`src/rtl/core/lqs_pkg.sv`:
```
// shared types and constants of the link quality statistics block
`default_nettype none
package lqs_pkg;

	// event command codes
	typedef enum logic [1:0] {
		CMD_SENT  = 2'd0,
		CMD_RTT   = 2'd1,
		CMD_RX    = 2'd2,
		CMD_CLEAR = 2'd3
	} cmd_t;

	// sequencer states
	typedef enum logic [3:0] {
		ST_IDLE,
		ST_UPDATE,
		ST_JDIFF,
		ST_JADD,
		ST_AVG_SETUP,
		ST_LOSS_SUB,
		ST_LOSS_MUL,
		ST_DIV,
		ST_DIV_END,
		ST_OUT
	} state_t;

	// divider operation, selects where the quotient lands
	typedef enum logic {
		DIV_AVG,
		DIV_LOSS
	} div_op_t;

	localparam int unsigned JIT_SHIFT      = 4;
	localparam logic [9:0]  PER_MILLE      = 10'd1000;
	localparam int unsigned DIV_WIDTH      = 64;
	localparam int unsigned LOSS_PROD_W    = 42;
	localparam int unsigned LOSS_ALIGN     = DIV_WIDTH - LOSS_PROD_W;
	localparam int unsigned DIV_CNT_W      = $clog2(DIV_WIDTH + 1);
	localparam logic [DIV_CNT_W-1:0] DIV_AVG_STEPS  = DIV_CNT_W'(DIV_WIDTH);
	localparam logic [DIV_CNT_W-1:0] DIV_LOSS_STEPS = DIV_CNT_W'(LOSS_PROD_W);

endpackage
`default_nettype wire

```
`src/rtl/core/link_quality_statistics.sv`:
```
// link quality statistics: counters, rtt min/max/average, jitter and loss figure
//
// usage
//  - input channel in_valid/in_ready carries one link event per transaction:
//    command selects sent event, rtt sample, rx count add or clear all
//  - output channel out_valid/out_ready returns one transaction per event with
//    all totals and the derived figures, taken after the event is applied
//  - one event at a time through a small sequencer
//    rtt sample: jitter update (skipped on the first sample), then a 64-step
//    radix-2 divide for the average; sent and rx events: a 42-step divide for
//    the loss figure, skipped when nothing is lost; clear: straight to output
//    the shared restoring divider produces one quotient bit per cycle
//  - average and loss are cached and recomputed only when their inputs change
//  - in_ready is high only while the sequencer is idle
//  - results sit in an output register; a new event is taken while an earlier
//    result waits, and its result is held back until the register frees up
//  - reset (arst_n low, asynchronous) clears all counters, sets the rtt
//    minimum to all ones and drops any pending result
`default_nettype none
module link_quality_statistics
	import lqs_pkg::*;
(
	input  wire logic        clk,
	input  wire logic        arst_n,
	// event channel
	input  wire logic        in_valid,
	output logic             in_ready,
	input  wire logic [1:0]  command,
	input  wire logic        send_ok,
	input  wire logic [31:0] rtt_sample,
	input  wire logic [31:0] rx_delivered,
	input  wire logic [31:0] rx_duplicates,
	input  wire logic [31:0] rx_stale,
	// result channel
	output logic             out_valid,
	input  wire logic        out_ready,
	output logic [31:0]      sent_total,
	output logic [31:0]      failed_total,
	output logic [31:0]      received_total,
	output logic [31:0]      duplicate_total,
	output logic [31:0]      stale_total,
	output logic [31:0]      rtt_minimum,
	output logic [31:0]      rtt_maximum,
	output logic [31:0]      rtt_average,
	output logic [31:0]      jitter_estimate,
	output logic [9:0]       loss_per_mille,
	output logic [31:0]      rtt_samples
);

	// sequencer
	state_t state_q, state_d;

	// captured event (payload, no reset)
	cmd_t        cmd_q;
	logic        ok_q;
	logic [31:0] rtt_q;
	logic [31:0] dlv_q;
	logic [31:0] dup_q;
	logic [31:0] stl_q;

	// statistics state
	logic [31:0] sent_cnt_q;
	logic [31:0] fail_cnt_q;
	logic [31:0] recv_cnt_q;
	logic [31:0] dup_cnt_q;
	logic [31:0] stale_cnt_q;
	logic [31:0] min_rtt_q;
	logic [31:0] max_rtt_q;
	logic [31:0] last_rtt_q;
	logic [63:0] rtt_sum_q;
	logic [31:0] sample_cnt_q;
	logic [31:0] jitter_q;
	logic [31:0] avg_q;
	logic [9:0]  loss_q;
	logic        out_valid_q;

	// scratch registers for jitter and loss
	logic [31:0] absd_q;
	logic        jgt_q;
	logic [31:0] jdiff_q;
	logic [31:0] ldiff_q;

	// shared divider
	div_op_t              div_op_q;
	logic [63:0]          num_q;
	logic [31:0]          den_q;
	logic [31:0]          rem_q;
	logic [DIV_CNT_W-1:0] cnt_q;

	logic [32:0] rem_shift;
	logic        div_ge;
	logic [32:0] rem_sub;
	logic [31:0] rem_next;
	logic [63:0] num_next;

	// controls from the sequencer
	logic in_take;
	logic out_load;
	logic loss_zero;
	logic [LOSS_PROD_W-1:0] loss_prod;

	// one restoring divide step: shift in the next dividend bit, subtract if it fits
	assign rem_shift = {rem_q, num_q[DIV_WIDTH-1]};
	assign div_ge    = rem_shift >= {1'b0, den_q};
	assign rem_sub   = rem_shift - {1'b0, den_q};
	assign rem_next  = div_ge ? rem_sub[31:0] : rem_shift[31:0];
	assign num_next  = {num_q[DIV_WIDTH-2:0], div_ge};

	// loss figure is zero when nothing was sent or nothing is missing
	assign loss_zero = (sent_cnt_q == 32'd0) || (recv_cnt_q >= sent_cnt_q);
	assign loss_prod = LOSS_PROD_W'(ldiff_q) * LOSS_PROD_W'(PER_MILLE);

	// next state
	always_comb begin
		state_d = state_q;
		unique case (state_q)
			ST_IDLE: begin
				if (in_valid) begin
					state_d = ST_UPDATE;
				end
			end
			ST_UPDATE: begin
				unique case (cmd_q)
					CMD_SENT, CMD_RX: state_d = ST_LOSS_SUB;
					CMD_RTT: begin
						// first sample skips the jitter update
						state_d = (sample_cnt_q != 32'd0) ? ST_JDIFF : ST_AVG_SETUP;
					end
					CMD_CLEAR: state_d = ST_OUT;
					default: state_d = ST_OUT;
				endcase
			end
			ST_JDIFF:     state_d = ST_JADD;
			ST_JADD:      state_d = ST_AVG_SETUP;
			ST_AVG_SETUP: state_d = (sample_cnt_q != 32'd0) ? ST_DIV : ST_OUT;
			ST_LOSS_SUB:  state_d = loss_zero ? ST_OUT : ST_LOSS_MUL;
			ST_LOSS_MUL:  state_d = ST_DIV;
			ST_DIV: begin
				if (cnt_q == DIV_CNT_W'(1)) begin
					state_d = ST_DIV_END;
				end
			end
			ST_DIV_END:   state_d = ST_OUT;
			ST_OUT: begin
				if (!out_valid_q || out_ready) begin
					state_d = ST_IDLE;
				end
			end
			default: state_d = ST_IDLE;
		endcase
	end

	// sequencer outputs
	always_comb begin
		in_ready = 1'b0;
		out_load = 1'b0;
		unique case (state_q)
			ST_IDLE: in_ready = 1'b1;
			ST_OUT:  out_load = !out_valid_q || out_ready;
			default: begin
				in_ready = 1'b0;
				out_load = 1'b0;
			end
		endcase
	end

	assign in_take = in_valid && in_ready;

	always_ff @(posedge clk or negedge arst_n) begin
		if (!arst_n) begin
			state_q <= ST_IDLE;
		end else begin
			state_q <= state_d;
		end
	end

	// event capture
	always_ff @(posedge clk) begin
		if (in_take) begin
			cmd_q <= cmd_t'(command);
			ok_q  <= send_ok;
			rtt_q <= rtt_sample;
			dlv_q <= rx_delivered;
			dup_q <= rx_duplicates;
			stl_q <= rx_stale;
		end
	end

	// statistics state and cached figures
	always_ff @(posedge clk or negedge arst_n) begin
		if (!arst_n) begin
			sent_cnt_q   <= '0;
			fail_cnt_q   <= '0;
			recv_cnt_q   <= '0;
			dup_cnt_q    <= '0;
			stale_cnt_q  <= '0;
			min_rtt_q    <= '1;
			max_rtt_q    <= '0;
			last_rtt_q   <= '0;
			rtt_sum_q    <= '0;
			sample_cnt_q <= '0;
			jitter_q     <= '0;
			avg_q        <= '0;
			loss_q       <= '0;
		end else begin
			case (state_q)
				ST_UPDATE: begin
					case (cmd_q)
						CMD_SENT: begin
							sent_cnt_q <= sent_cnt_q + 32'd1;
							if (!ok_q) begin
								fail_cnt_q <= fail_cnt_q + 32'd1;
							end
						end
						CMD_RTT: begin
							if (rtt_q < min_rtt_q) begin
								min_rtt_q <= rtt_q;
							end
							if (rtt_q > max_rtt_q) begin
								max_rtt_q <= rtt_q;
							end
							last_rtt_q   <= rtt_q;
							rtt_sum_q    <= rtt_sum_q + 64'(rtt_q);
							sample_cnt_q <= sample_cnt_q + 32'd1;
						end
						CMD_RX: begin
							recv_cnt_q  <= recv_cnt_q + dlv_q;
							dup_cnt_q   <= dup_cnt_q + dup_q;
							stale_cnt_q <= stale_cnt_q + stl_q;
						end
						default: begin
							// clear all
							sent_cnt_q   <= '0;
							fail_cnt_q   <= '0;
							recv_cnt_q   <= '0;
							dup_cnt_q    <= '0;
							stale_cnt_q  <= '0;
							min_rtt_q    <= '1;
							max_rtt_q    <= '0;
							last_rtt_q   <= '0;
							rtt_sum_q    <= '0;
							sample_cnt_q <= '0;
							jitter_q     <= '0;
							avg_q        <= '0;
							loss_q       <= '0;
						end
					endcase
				end
				ST_JADD: begin
					// j += (|d| - j) >> 4, in unsigned form
					if (jgt_q) begin
						jitter_q <= jitter_q + (jdiff_q >> JIT_SHIFT);
					end else begin
						jitter_q <= jitter_q - (jdiff_q >> JIT_SHIFT);
					end
				end
				ST_AVG_SETUP: begin
					if (sample_cnt_q == 32'd0) begin
						avg_q <= '0;
					end
				end
				ST_LOSS_SUB: begin
					if (loss_zero) begin
						loss_q <= '0;
					end
				end
				ST_DIV_END: begin
					if (div_op_q == DIV_AVG) begin
						avg_q <= num_q[31:0];
					end else begin
						loss_q <= num_q[9:0];
					end
				end
				default: begin
				end
			endcase
		end
	end

	// jitter and loss scratch, divider datapath
	always_ff @(posedge clk) begin
		case (state_q)
			ST_UPDATE: begin
				// |d| against the previous sample
				absd_q <= (rtt_q > last_rtt_q) ? (rtt_q - last_rtt_q) : (last_rtt_q - rtt_q);
			end
			ST_JDIFF: begin
				jgt_q   <= absd_q > jitter_q;
				jdiff_q <= (absd_q > jitter_q) ? (absd_q - jitter_q) : (jitter_q - absd_q);
			end
			ST_AVG_SETUP: begin
				div_op_q <= DIV_AVG;
				num_q    <= rtt_sum_q;
				den_q    <= sample_cnt_q;
				rem_q    <= '0;
				cnt_q    <= DIV_AVG_STEPS;
			end
			ST_LOSS_SUB: begin
				ldiff_q <= sent_cnt_q - recv_cnt_q;
			end
			ST_LOSS_MUL: begin
				// product sits at the top so only its bits are stepped through
				div_op_q <= DIV_LOSS;
				num_q    <= {loss_prod, LOSS_ALIGN'(0)};
				den_q    <= sent_cnt_q;
				rem_q    <= '0;
				cnt_q    <= DIV_LOSS_STEPS;
			end
			ST_DIV: begin
				num_q <= num_next;
				rem_q <= rem_next;
				cnt_q <= cnt_q - DIV_CNT_W'(1);
			end
			default: begin
			end
		endcase
	end

	// result register
	always_ff @(posedge clk or negedge arst_n) begin
		if (!arst_n) begin
			out_valid_q <= 1'b0;
		end else if (out_load) begin
			out_valid_q <= 1'b1;
		end else if (out_ready) begin
			out_valid_q <= 1'b0;
		end
	end

	always_ff @(posedge clk) begin
		if (out_load) begin
			sent_total      <= sent_cnt_q;
			failed_total    <= fail_cnt_q;
			received_total  <= recv_cnt_q;
			duplicate_total <= dup_cnt_q;
			stale_total     <= stale_cnt_q;
			rtt_minimum     <= (sample_cnt_q != 32'd0) ? min_rtt_q : 32'd0;
			rtt_maximum     <= max_rtt_q;
			rtt_average     <= avg_q;
			jitter_estimate <= jitter_q;
			loss_per_mille  <= loss_q;
			rtt_samples     <= sample_cnt_q;
		end
	end

	assign out_valid = out_valid_q;

endmodule
`default_nettype wire

```
`config.mk`:
```
export PLATFORM = sky130hd
export DESIGN_NAME = link_quality_statistics
export DESIGN_NICKNAME = d
export VERILOG_FILES = /design/src/rtl/core/lqs_pkg.sv /design/src/rtl/core/link_quality_statistics.sv
export SDC_FILE = /design/constraint.sdc
export NUM_CORES = 2
export LEC_CHECK = 0
export BUFFER_PORTS_ARGS = -buffer_cell sky130_fd_sc_hd__clkbuf_2
export CAP_MARGIN = 20
export CORE_ASPECT_RATIO = 1.2
export CORE_MARGIN = 2
export CORE_UTILIZATION = 65
export DETAILED_ROUTE_END_ITERATION = 10
export GPL_TIMING_DRIVEN = 0
export MAX_ROUTING_LAYER = met4
export PLACE_DENSITY = 0.85
export SETUP_SLACK_MARGIN = 0.5
export SYNTH_ARGS = -nofsm -noshare
export SYNTH_HDL_FRONTEND = slang
export SYNTH_SLANG_ARGS = --single-unit
```
`constraint.sdc`:
```
create_clock -name clk -period 35.2 [get_ports clk]
set_input_delay 7.04 -clock clk [delete_from_list [all_inputs] [get_ports clk]]
set_output_delay 7.04 -clock clk [all_outputs]
set_load 0.03 [all_outputs]
```
-- Word level (Yosys, flattened, before mapping)
Cells that the tools add are included.
- add/sub/neg operators: 16
- equal/unequal tests: 24
- multiplexer cells: 43
- magnitude comparators: 6
- multiply operators: 1
- reduce and logical (&&, ||, !) cells: 31
- bitwise operators: 3
- operator list (operator ; count):
    32-bit one-hot mux with 2 select lines ; 12
    32-bit 2-to-1 mux ; 10
    64-bit one-hot mux with 3 select lines ; 1
    32-bit subtractor ; 6
    64-bit one-hot mux with 2 select lines ; 1
    32-bit by 1-bit adder with 32-bit output (second input constant) ; 3
    32-bit adder ; 3
    32-bit greater-than comparator ; 3
    32-bit one-hot mux with 3 select lines ; 1
    64-bit by 32-bit adder with 64-bit output ; 1
    32-bit logical NOT ; 2
    4-bit one-hot mux with 10 select lines ; 1
    32-bit by 7-bit multiplier with 39-bit output (second input constant) ; 1
    33-bit by 32-bit greater-or-equal comparator with 1-bit output ; 1
    32-bit by 28-bit adder with 32-bit output ; 1
    32-bit greater-or-equal comparator ; 1
    32-bit less-than comparator ; 1
    32-bit nonzero test ; 1
    32-bit by 28-bit subtractor with 32-bit output ; 1
    10-bit 2-to-1 mux ; 3
    10-bit one-hot mux with 3 select lines ; 1
    2-bit inequality test (second input constant) ; 11
    7-bit one-hot mux with 3 select lines ; 1
    4-bit 2-to-1 mux ; 5
    other kinds (25) ; 52
- register bits after elaboration: 1125
- output and inout bits: 332
- logic and storage cells: 165

-- Logic depth before layout (Yosys ltp)
- word-level depth: 4
- depth in mapped cells: 19
- gate-level depth less buffers: 18

-- Worst setup path before layout
Ideal clock, no wire load.
- path kind: input to register
- start: input port out_ready
- end: register duplicate_total[0], enable pin
- stages: 2
- arrival: 21.586 ns
- setup slack: 12.553 ns
- required time: 34.139 ns
- cell sequence: nand2b_1 nor2b_1
- word-level cells in the longest chain between the ends: 2
- RTL lines (item ; line ; RTL):
    start: declaration ; link_quality_statistics.sv:36 ; input wire logic out_ready,
    1-bit logical OR ; link_quality_statistics.sv:159 ; ST_OUT: out_load = !out_valid_q || out_ready;
    1-bit 2-to-1 mux ; link_quality_statistics.sv:157 ; unique case (state_q)
    named net out_load ; link_quality_statistics.sv:98 ; logic out_load;
    end signal: assignment ; link_quality_statistics.sv:335 ; duplicate_total <= dup_cnt_q;
    end: declaration ; link_quality_statistics.sv:40 ; output logic [31:0] duplicate_total,
The timed path passes the listed nets, and every way through them passes these cells.
A chain may end at the register's enable or synchronous reset.

-- Final worst setup path
- start: register state_q[0]
- end: output port in_ready
- word-level cells in the longest chain between the ends: 2
- RTL lines (item ; line ; RTL):
    start: declaration ; link_quality_statistics.sv:51 ; state_t state_q, state_d;
    start signal: assignment ; link_quality_statistics.sv:173 ; state_q <= state_d;
    4-bit logical NOT ; link_quality_statistics.sv:157 ;
    1-bit 2-to-1 mux ; link_quality_statistics.sv:157 ;
    end: declaration ; link_quality_statistics.sv:27 ; output logic in_ready,
No other way between the ends.

==> impl_metrics.py <==
metrics = {
    "status": {
        "status": "finished, final reports clean",
    },
    "synthesis": {
        "ys_types": 96,
        "syn-cell-area_um2": 66200,
        "synth_enable_flop_cells": 690,
        "synth_fp_nets": 7172,
        "post_synth_main_area_contributors": "edfxtp_1, dfrtp_1, ha_1, fa_1, nand2_1",
        "dominantRegCellSynth": "edfxtp_1",
        "ys_warn_count": 0,
        "yosys-top-cells-count": "edfxtp_1, nand2_1, inv_1",
        "postSynth.asyncResetShare_pct": 38.4,
        "synth_cells": 6404,
        "yosysSeqAreaShare_pct": 47.7,
        "yosys.cell_count.top_type": "edfxtp_1",
        "post_synth.cell_area_avg_um2": 10.3,
        "ys_seq_elements": 1121,
        "synthDominantAreaCellType": "edfxtp_1",
        "area_share_of_the_leading_cell_type_in_the_synthesized_netlist_pct": 31.3,
    },
    "placement": {
        "dp_hpwl_mm": 144,
        "place.gp.congestion": 0.991,
        "preCtsSetupSlack_ns": 25.71,
        "port-buffer-count": 466,
    },
    "clocking": {
        "deepest_level_of_the_cts_h_tree": 3,
        "holdBufCountCts": 0,
        "path_clk_slew_ns": 0.06,
        "cts_root_buf": "clkbuf_16",
        "clk_sink_count": 1121,
        "cts_setup_buffers": 0,
        "max-clock-path-buffers": 3,
        "clkLatencyLatePin_ns": 0.74,
        "cts_inserted_buffers": 110,
        "cts_repair_resize_count": 0,
        "tritoncts": "done",
    },
    "route": {
        "postRouteWirelength_mm": 191,
        "first_pass_iters": 6,
        "vias_per_cell": 6.21,
        "route.detailed.drc": 0,
        "postRouteAntennaNets": 0,
        "wl_per_cell_um": 22.5,
        "drt-initial-drc-count": 4841,
        "routed-via-count": 52700,
    },
    "final_layout": {
        "layout-area-overhead-vs-synth_pct": 13.1,
        "layout_top_registers": "num_q x64, rtt_sum_q x64",
        "post-route-util_pct": 74.0,
        "layout.nets": 7774,
        "drive_gt1_share_pct": 11.2,
    },
    "global_routing": {
        "grt_remaining_overflow": 0,
        "grt_first_pass_wirelength_mm": 294,
        "number_of_antenna_violations_at_the_first_check_in_global_routing": 13,
        "maximum_number_of_pins_on_one_net_before_global_route_repair": 110,
        "grt.total_usage_pct": 37.5,
        "via_count_of_the_first_global_routing_pass": 51900,
    },
    "die": {
        "placeableCoreArea_um2": 101000,
        "die_h_um": 354,
        "dieArea_um2": 104000,
        "die-width_um": 295,
        "num_rows": 128,
        "design.portCount": 467,
        "initial_core_util_pct": 65.4,
    },
    "timing": {
        "min_period_ns": 9.82,
        "slew_headroom_pct": 27.6,
        "finalSetupViolations": 0,
        "grt_setup_unrepaired": "no",
        "timing.fmax_mhz": 102,
        "max_slew.worst_pin.slew_ns": 1.09,
        "post-route-period-util_pct": 27.9,
        "setup_total_negative_slack_ns": 0,
        "slew_violations": 0,
        "fin_skew_ns": 0.0285,
        "postLayoutSetupSlackWorst_ns": 25.38,
        "hold_viol": 0,
    },
    "hold_path": {
        "worstHoldPathType": "reg -> reg",
    },
    "run": {
        "max-cap-violations": 0,
    },
    "setup_path": {
        "worst_path_max_delay_cell": "nor4_1",
        "critPathKind": "reg -> out",
        "crit_path_start_kind": "register",
        "cp.arrival_ns": 2.78,
        "crit_chain": "buf_2, clkbuf_1, nor4_1, clkbuf_2",
        "sort_of_element_at_the_end_of_the_critical_path": "output port",
        "critPathRequiredTime_ns": 28.16,
        "critPathMaxStageDelay_ns": 0.88,
        "crit_fanout": 10,
    },
}
-- layer usage --
metal / up-vias / wire (um) / global-route usage [%]
li1: 24200 / - / -
met1: 25600 / 73800 / 46.6
met2: 2359 / 90500 / 59.5
met3: 484 / 17300 / 7.87
met4: 0 / 9000 / 16.0
met5: - / 0 / -
-- layout by cell type (no fill, tap or decap), drive strengths merged, types with 58 or more instances in the layout --
cell	synthesis	routed
clkbuf	203	811
xor2	185	185
nor2	361	361
edfxtp	690	690
nand2b	58	58
ha	506	506
xnor2	183	183
nor3	88	88
a21oi	442	442
nand2	668	668
nand4	95	95
nor2b	60	60
fa	127	127
nand3	201	201
o21ai	443	443
a21o	213	213
inv	538	545
buf	36	60
and3	63	63
dfrtp	399	399
-- stage by stage --
stage	area, um^2	hold WS [ns]	instances
after floorplan	66200	0.423	6404
after global routing	74900	0.461	8480
after global placement	70200	0.431	8235
final	74900	0.451	8482
after CTS	74800	0.451	8469
after detailed placement	70800	0.431	8259
-- layout make-up --
cell class,count,area (um^2)
buffer,239,941
tap,1365,1710
fill,7070,26400
timing repair buffer,490,2840
antenna,13,32.5
clock buffer,142,3030
multi-input combinational,4502,31700
inverter,542,2040
sequential,1121,31500
clock inverter,68,1000
-- worst max-delay path, delay by kind of cell, from the launching register on --
family                 cells  cell delay (ns)
buffers and inverters      3             0.81
DFF                        1             0.36
and+or+nand+nor            1             0.88
-- final timing paths --
check	from	endpoint	slack, ns	cells past startpoint
min in group asynchronous	arst_n	loss_q[5]	6.29	1
worst min-delay path	avg_q[7]	rtt_average[7]	0.45	0
max in group asynchronous	arst_n	min_rtt_q[29]	27.09	4
worst min register to register	avg_q[7]	rtt_average[7]	0.45	0
worst max register to register	ldiff_q[11]	num_q[60]	29.31	17
worst max-delay path	state_q[0]	in_ready	25.38	4
-- cell families after synthesis --
family / after synthesis / synth area share (%)
simple gates: 1793 / 12.9
flops: 1121 / 47.7
compound gates: 1649 / 15.7
xor+xnor: 368 / 4.87
mux: 59 / 0.907
buf+inv: 781 / 4.50
fa+ha+maj: 633 / 13.4
Power is not shown: default switching activity piles up to over one toggle a cycle in this logic, so the estimate is an artifact.
